**src/rtl/core/lpg_pkg.sv**
```systemverilog
// shared types, constants and helpers for the line pixel generator
// no dependencies
package lpg_pkg;

	localparam int unsigned COORD_BITS_DEF = 6;
	localparam int unsigned FIELD_BITS     = 6;

	typedef struct packed {
		logic [FIELD_BITS-1:0] start_x;
		logic [FIELD_BITS-1:0] start_y;
		logic [FIELD_BITS-1:0] end_x;
		logic [FIELD_BITS-1:0] end_y;
		logic [23:0]           color_rgb;
	} line_cmd_t;

	typedef struct packed {
		logic [FIELD_BITS-1:0] pixel_x;
		logic [FIELD_BITS-1:0] pixel_y;
		logic [15:0]           color_565;
		logic                  last_pixel;
	} pixel_t;

	typedef enum logic [1:0] {
		ST_IDLE,
		ST_SETUP,
		ST_WALK
	} state_t;

	typedef struct packed {
		logic load;
		logic setup;
		logic step;
	} dp_cmd_t;

	typedef struct packed {
		logic last;
		logic out_free;
	} dp_status_t;

	function automatic logic [15:0] to_565(input logic [23:0] c);
		return {c[23:19], c[15:10], c[7:3]};
	endfunction

endpackage

```
**src/rtl/core/lpg_ctrl.sv**
```systemverilog
// controller state machine for the line pixel generator
// depends on lpg_pkg
module lpg_ctrl (
	input  logic                clk,
	input  logic                arst_n,
	input  logic                cmd_valid,
	output logic                cmd_ready,
	input  lpg_pkg::dp_status_t status,
	output lpg_pkg::dp_cmd_t    ctl
);

	lpg_pkg::state_t state_q;
	lpg_pkg::state_t state_d;

	always_ff @(posedge clk or negedge arst_n) begin
		if (!arst_n) begin
			state_q <= lpg_pkg::ST_IDLE;
		end else begin
			state_q <= state_d;
		end
	end

	always_comb begin
		state_d   = state_q;
		cmd_ready = 1'b0;
		ctl       = '0;
		case (state_q)
			lpg_pkg::ST_IDLE: begin
				cmd_ready = 1'b1;
				if (cmd_valid) begin
					ctl.load = 1'b1;
					state_d  = lpg_pkg::ST_SETUP;
				end
			end
			lpg_pkg::ST_SETUP: begin
				ctl.setup = 1'b1;
				state_d   = lpg_pkg::ST_WALK;
			end
			lpg_pkg::ST_WALK: begin
				ctl.step = status.out_free;
				if (status.out_free && status.last) begin
					state_d = lpg_pkg::ST_IDLE;
				end
			end
			default: begin
				state_d = lpg_pkg::ST_IDLE;
			end
		endcase
	end

endmodule

```
**src/rtl/core/lpg_datapath.sv**
```systemverilog
// datapath for the line pixel generator: command latch, setup, bresenham step, output register
// depends on lpg_pkg
module lpg_datapath #(
	parameter int unsigned COORD_BITS = lpg_pkg::COORD_BITS_DEF
) (
	input  logic                clk,
	input  logic                arst_n,
	input  lpg_pkg::line_cmd_t  cmd,
	input  lpg_pkg::dp_cmd_t    ctl,
	output lpg_pkg::dp_status_t status,
	output lpg_pkg::pixel_t     pix,
	output logic                pix_valid,
	input  logic                pix_ready
);

	localparam int unsigned ERR_BITS = COORD_BITS + 2;

	typedef logic [COORD_BITS-1:0] coord_t;

	coord_t x0_q, y0_q, x1_q, y1_q;
	logic [15:0] color_q;

	coord_t major_q, minor_q, end_q, dmaj_q, dmin_q;
	logic down_q;
	logic swap_q;
	logic signed [ERR_BITS-1:0] err_q;

	lpg_pkg::pixel_t pix_q;
	logic pix_valid_q;

	coord_t dx, dy;
	logic steep;
	coord_t a0, b0, a1, b1;
	logic flip;
	coord_t sa0, sb0, sa1, sb1;
	coord_t dmaj, dmin;

	logic signed [ERR_BITS-1:0] err_sub;
	logic signed [ERR_BITS-1:0] err_next;
	logic err_neg;
	coord_t minor_next;
	coord_t px, py;
	logic last;

	// setup
	always_comb begin
		dx    = (x0_q > x1_q) ? x0_q - x1_q : x1_q - x0_q;
		dy    = (y0_q > y1_q) ? y0_q - y1_q : y1_q - y0_q;
		steep = dy > dx;
		a0    = steep ? y0_q : x0_q;
		b0    = steep ? x0_q : y0_q;
		a1    = steep ? y1_q : x1_q;
		b1    = steep ? x1_q : y1_q;
		flip  = a0 > a1;
		sa0   = flip ? a1 : a0;
		sb0   = flip ? b1 : b0;
		sa1   = flip ? a0 : a1;
		sb1   = flip ? b0 : b1;
		dmaj  = sa1 - sa0;
		dmin  = (sb0 > sb1) ? sb0 - sb1 : sb1 - sb0;
	end

	// bresenham step
	always_comb begin
		err_sub  = err_q - $signed({2'b00, dmin_q});
		err_neg  = err_sub[ERR_BITS-1];
		err_next = err_neg ? err_sub + $signed({2'b00, dmaj_q}) : err_sub;
		if (!err_neg) begin
			minor_next = minor_q;
		end else if (down_q) begin
			minor_next = minor_q - coord_t'(1);
		end else begin
			minor_next = minor_q + coord_t'(1);
		end
		px   = swap_q ? minor_q : major_q;
		py   = swap_q ? major_q : minor_q;
		last = major_q >= end_q;
	end

	always_ff @(posedge clk) begin
		if (ctl.load) begin
			x0_q    <= cmd.start_x[COORD_BITS-1:0];
			y0_q    <= cmd.start_y[COORD_BITS-1:0];
			x1_q    <= cmd.end_x[COORD_BITS-1:0];
			y1_q    <= cmd.end_y[COORD_BITS-1:0];
			color_q <= lpg_pkg::to_565(cmd.color_rgb);
		end
		if (ctl.setup) begin
			major_q <= sa0;
			minor_q <= sb0;
			end_q   <= sa1;
			dmaj_q  <= dmaj;
			dmin_q  <= dmin;
			down_q  <= !(sb0 < sb1);
			swap_q  <= steep;
			err_q   <= $signed({2'b00, (dmaj >> 1)});
		end else if (ctl.step) begin
			minor_q <= minor_next;
			err_q   <= err_next;
			if (!last) begin
				major_q <= major_q + coord_t'(1);
			end
		end
		if (ctl.step) begin
			pix_q.pixel_x    <= lpg_pkg::FIELD_BITS'(px);
			pix_q.pixel_y    <= lpg_pkg::FIELD_BITS'(py);
			pix_q.color_565  <= color_q;
			pix_q.last_pixel <= last;
		end
	end

	always_ff @(posedge clk or negedge arst_n) begin
		if (!arst_n) begin
			pix_valid_q <= 1'b0;
		end else if (ctl.step) begin
			pix_valid_q <= 1'b1;
		end else if (pix_ready) begin
			pix_valid_q <= 1'b0;
		end
	end

	assign status.last     = last;
	assign status.out_free = !pix_valid_q || pix_ready;
	assign pix             = pix_q;
	assign pix_valid       = pix_valid_q;

endmodule

```
**src/rtl/core/line_pixel_generator.sv**
```systemverilog
// line pixel generator top level: bresenham walk of one line command into pixel beats
// the first pixel beat passes the command latch, setup registers and output register
// throughput: one pixel per cycle while pix_ready keeps the output register free,
// set by the single step unit walking the major axis one pixel a cycle
// reset: arst_n clears the controller to idle and empties the output register
module line_pixel_generator #(
	parameter int unsigned COORD_BITS = lpg_pkg::COORD_BITS_DEF
) (
	input  logic               clk,
	input  logic               arst_n,
	input  logic               cmd_valid,
	output logic               cmd_ready,
	input  lpg_pkg::line_cmd_t cmd,
	output logic               pix_valid,
	input  logic               pix_ready,
	output lpg_pkg::pixel_t    pix
);

	lpg_pkg::dp_cmd_t    ctl;
	lpg_pkg::dp_status_t status;

	lpg_ctrl u_ctrl (
		.clk       (clk),
		.arst_n    (arst_n),
		.cmd_valid (cmd_valid),
		.cmd_ready (cmd_ready),
		.status    (status),
		.ctl       (ctl)
	);

	lpg_datapath #(
		.COORD_BITS (COORD_BITS)
	) u_dp (
		.clk       (clk),
		.arst_n    (arst_n),
		.cmd       (cmd),
		.ctl       (ctl),
		.status    (status),
		.pix       (pix),
		.pix_valid (pix_valid),
		.pix_ready (pix_ready)
	);

endmodule

```
**config.mk**
```make
export PLATFORM = sky130hd
export DESIGN_NAME = line_pixel_generator
export DESIGN_NICKNAME = d
export VERILOG_FILES = /design/src/rtl/core/lpg_pkg.sv /design/src/rtl/core/lpg_ctrl.sv /design/src/rtl/core/lpg_datapath.sv /design/src/rtl/core/line_pixel_generator.sv
export SDC_FILE = /design/constraint.sdc
export NUM_CORES = 1
export LEC_CHECK = 0
export BUFFER_PORTS_ARGS = -buffer_cell sky130_fd_sc_hd__buf_2
export CELL_PAD_IN_SITES_DETAIL_PLACEMENT = 1
export CELL_PAD_IN_SITES_GLOBAL_PLACEMENT = 1
export CORE_MARGIN = 4
export CORE_UTILIZATION = 43
export DETAILED_ROUTE_END_ITERATION = 12
export PLACE_DENSITY = 0.82
export SYNTH_ARGS = -nofsm -noshare
export SYNTH_HDL_FRONTEND = slang
export SYNTH_HIERARCHICAL = 1
export SYNTH_SLANG_ARGS = --single-unit
```
**constraint.sdc**
```tcl
create_clock -name clk -period 9.4 [get_ports clk]
set_input_delay 1.88 -clock clk [delete_from_list [all_inputs] [get_ports clk]]
set_output_delay 1.88 -clock clk [all_outputs]
set_load 0.005 [all_outputs]
```
# After elaboration in Yosys (flattened, before gate mapping)
# Cells that the tools add are included.
# totals
output_inout_bits	31
wordCells	88
reg_bits	112
# op_classes
addsub	12
eq_ne	5
reduce_logical	11
order_cmp	7
mux	33
# ops
cell	count
$mux W6	20
$sub A6 B6 Y6	7
$gt A6 B6 Y1	5
$add A6 B1 Y6 const B	2
$mux W5	2
$add A8 B7 Y8	1
$mux W8	1
$sub A8 B7 Y8	1
$mux W1	7
$ge A6 B6 Y1	1
$lt A6 B6 Y1	1
$pmux W2 S3	1
$reduce_and A2 Y1	3
$reduce_bool A2 Y1	3
$sub A6 B1 Y6 const B	1
$mux W2	2
$ne A2 B2 Y1 const B	2
$eq A2 B1 Y1 const B	1
$eq A2 B2 Y1 const B	1
$logic_not A1 Y1	2
$logic_not A2 Y1	1
$ne A2 B1 Y1 const B	1
$logic_and A1 B1 Y1	1
$logic_or A1 B1 Y1	1

# Longest topological paths before layout
# depth
word_depth	8
mapped_depth	48

# Modules after synthesis
# The synthesis kept the hierarchy.
# by_module_without_submodules
module	area_per_inst_um2	n_inst	cells_each
lpg_datapath	7409.6	1	691
lpg_ctrl	97.6	1	10

# Worst setup path after synthesis
# No wires, ideal clock.
# synth_timing
path_type	reg2reg
startpoint	register u_dp.y0_q[0]
endpoint	register u_dp.dmin_q[5] (data pin)
period_less_slack_ps	9642
path_stages_with_launch	48
slack_ps	-242
setup_ps	262
required_time_ps	9138
arrival_time_ps	9381
cell_sequence	edfxtp_1 > inv_1 > ha_1 > inv_1 > fa_1 > a21o_1 > a21o_1 > a21o_1 > a21oi_1 > a31oi_1 > a211oi_1 > a21oi_1 > xor2_1 > ha_1 > and4_1 > and3_1 > a31oi_1 > buf_6 > (+12 left out) > nor2_2 > buf_2 > buf_2 > o21ai_0 > mux2i_1 > inv_1 > fa_1 > a21o_1 > a21o_1 > a21o_1 > a21o_1 > o21a_1 > clkbuf_1 > mux2i_1 > a221o_1 > a221oi_1 > o21ai_1 > xor2_1
# synth_via
elab_chain_cells	8
# synth_lines
element	line	text
start: declaration	lpg_datapath.sv:20	coord_t x0_q, y0_q, x1_q, y1_q;
start signal: assignment	lpg_datapath.sv:83	y0_q <= cmd.start_y[COORD_BITS-1:0];
$sub A6 B6 Y6 / $gt A6 B6 Y1 (equally long branches)	lpg_datapath.sv:48	dy = (y0_q > y1_q) ? y0_q - y1_q : y1_q - y0_q;
$mux W6	lpg_datapath.sv:48	
$gt A6 B6 Y1	lpg_datapath.sv:49	steep = dy > dx;
$mux W6, on equally long branches	lpg_datapath.sv:50, lpg_datapath.sv:52	
$gt A6 B6 Y1	lpg_datapath.sv:54	flip = a0 > a1;
$mux W6, on equally long branches	lpg_datapath.sv:58, lpg_datapath.sv:56	
$sub A6 B6 Y6 / $gt A6 B6 Y1 (equally long branches)	lpg_datapath.sv:60	dmin = (sb0 > sb1) ? sb0 - sb1 : sb1 - sb0;
$mux W6 (*)	lpg_datapath.sv:60	
via u_dp.dmin[5]	lpg_datapath.sv:36	coord_t dmaj, dmin;
end signal: assignment	lpg_datapath.sv:93	dmin_q <= dmin;
end: declaration	lpg_datapath.sv:23	coord_t major_q, minor_q, end_q, dmaj_q, dmin_q;
# Mark *: on every way through the listed nets, which the timed path passes. The rest lies on a longest branch.
# A chain may end at the register's enable or synchronous reset.

# Worst setup path in the final report
# Ends and elaborated chain as after synthesis.

==> results.md <==
- Outcome: complete, no violations
- # DRC: 0
- Die Area: roughly 20000 um^2
- CTS tree: built
- Async S/R FF share, synth: 0.0268
- Synth top area cells: edfxtp_1 42%, ha_1 11%, mux2i_1 6.7%
- Worst clock skew: approximately 0.014 ns
- Share of layout cells above drive strength 1: 0.204
- Post-Route WL: about 20000 um
- # hold bufs at CTS: 0
- Vias: 5660
- Worst-path clk slew: roughly 0.09 ns
- Syn Std Cell Area: ~7500 um^2
- CTS Sinks: 112
- Most frequent cells in the layout: 106 x edfxtp_1, 77 x inv_1, 74 x buf_2
- Die Wd: around 140 um
- Cells after synthesis: 701
- Main synth FF type: edfxtp_1
- Multiplexer share of the synthesized area: 0.0972
- Syn Nets: between 800 and 900
- Synth Area in Adders: 0.140
- Drt wl/cell: just over 20 um
- Placement Rows: 48
- Starting Density: 0.437
- TritonRoute pass-1 iters: 5
- CP delay by family, top: compound AO/OA/AOI/OAI gates
- Largest family of logic cells by synthesized area: adder cells
- Max-Cap Viols: 0
- Clock Path Buffers: 2
- DR iter-0 viols: between 300 and 400
- First-pass GRT wire length: about 31000 um
- Critical path startpoint category: register
- Grt ovf: 0
- Vias in the first global route: about 6200
- Setup violations, final: 0
- DIE HEIGHT: between 100 and 150 um
- Pin count of the biggest net entering global routing: 48
- Detail Route Antenna Nets: 0
- Worst relative slew slack: 0.306
- Hpwl dp: between 15000 and 20000 um
- Core area: approximately 17000 um^2
- Clock Latency Late Sink: 0.36 ns
- Crit path DAT: just over 9 ns
- Initial antenna violation count: 0
- Final Util: 0.506
- Yosys warning count: 6
- Final period utilization: 0.979
- Routed vias/inst: around 5.6
- # diodes: 0
- Crit end category: register
- CP max FO: 8
- CP most frequent cell: a21o_1
- CTS root buf: clkbuf_16
- Simple-gate portion of the synthesized area: 0.0857
- Fin Hold WS: 0.424 ns
- Post-Place Cells: 989
- Post-synthesis xor/xnor area fraction: 0.0420
- Post-synth top area share: 0.424
- I/O Buffers: 74
- CTS H-tree lvls: 3
- Fin crit period: slightly above 9 ns
- Max-slew violations: 0
- Post-Syn Area per Cell: approximately 11 um^2
- Yosys reg bits: between 100 and 150
- Post-layout net count: between 900 and 1000
- Setup_tns: 0 ns
- Non-filler instance count after layout: slightly above 1000
- CP Class: reg -> reg
- Cts bufs inserted: 9
- Hold Crit Class: reg -> reg
- GP Congestion: 0.952
- Tightest Pin Transition: 1.03 ns
- Synth cell types: 57
- Register area share after synthesis: 0.442
- GRT Util Overall: 0.201
- Peak Freq: ~110 MHz
- Commonest non-fill, non-tap cell in the layout: edfxtp_1
- CP Data Required Time: around 9.5 ns
- Final hold vios: 0
- EDFF count, synth: about 110
- Synth-to-Final Area Change: 15.7%
- Buffers & Inverters on Critical Path: 6
- Leading area contributor after synthesis: edfxtp_1
- Post-synthesis compound-gate area fraction: 0.139
- I/O Pins: 83
- Max stage delay on crit path: about 0.46 ns
- CP max-delay cell: edfxtp_1
[area by class of cell]
type	instances	area, um^2
Clock buffer	9	225
Clock inverter	7	88.8
Fill cell	1917	8490
Inverter	80	300
Multi-Input combinational cell	486	3910
Sequential cell	112	3320
Tap cell	225	282
Timing Repair Buffer	96	563
[worst paths after layout]
kind	startpoint	endpoint	slack, ns	depth (start not counted)
setup / recovery	u_dp/y0_q[0]	u_dp/dmin_q[5]	0.20	43
hold / removal	u_dp/color_q[5]	u_dp/pix[6]	0.42	0
setup reg to reg	u_dp/y0_q[0]	u_dp/dmin_q[5]	0.20	43
hold reg to reg	u_dp/color_q[5]	u_dp/pix[6]	0.42	0
max in group asynchronous	arst_n	u_dp/pix_valid	7.99	1
min in group asynchronous	arst_n	u_ctrl/state_q[0]	1.30	1
[synthesized netlist by cell type, drive strengths merged (2+ instances only)]
library cell and count:
a21o 28, nand2 36, edfxtp 106, mux2i 50, and4 4, mux2 20, fa 9, a311oi 2
nand3 8, a221oi 3, o31a 2, xnor2 28, and2 5, o211ai 6, and3 3, nor2b 10
o31ai 2, o21ai 28, buf 11, ha 67, maj3 3, nor2 54, a21boi 2, dfxtp 3
o21bai 9, clkbuf 13, a221o 2, nand2b 7, inv 79, xor2 8, dfrtp 3, a21oi 62
a211oi 5, a31oi 6, o22ai 3, nor3 4
[registers in the layout (all words and copies together), names as in the netlist, 2 cells and up]
| name | count |
|---|---|
| u_dp/x1_q | 6 |
| u_dp/minor_q | 6 |
| u_ctrl/state_q | 2 |
| u_dp/pix | 29 |
| u_dp/end_q | 6 |
| u_dp/x0_q | 6 |
| u_dp/major_q | 6 |
| u_dp/y1_q | 6 |
| u_dp/color_q | 16 |
| u_dp/err_q | 8 |
| u_dp/dmaj_q | 6 |
| u_dp/dmin_q | 6 |
| u_dp/y0_q | 6 |
[layer usage]
metal,global-route usage,routed length (um)
met3,0.0437,832
met5,0,0
met2,0.371,10700
met1,0.233,8350
met4,0.0592,563
[cells by family (layout without fill, tap and decap cells)]
family / after synthesis / count (layout)
compound gates: 164 / 164
simple gates: 136 / 137
mux: 70 / 70
buf+inv: 104 / 192
flops: 112 / 112
fa+ha+maj: 79 / 79
xor+xnor: 36 / 36
[metrics by stage]
stage | setup WS [ns] | area, um^2
2_1_floorplan | 0.0326 | 7510
3_3_place_gp | 0.275 | 8170
3_5_place_dp | -0.186 | 8170
4_1_cts | 0.0516 | 8520
5_1_grt | -0.125 | 8680
6_report | 0.199 | 8680
[timing repair]
action	in CTS	in global routing
endpoints found under the setup margin	2	2
setup buffers	2	7
pin swaps	1	8
gates resized for setup	1	25
cloned	1	0
Power is left out: the tool's default activity adds up to more than one toggle a clock period on the data nets, which glitch-free logic cannot reach.
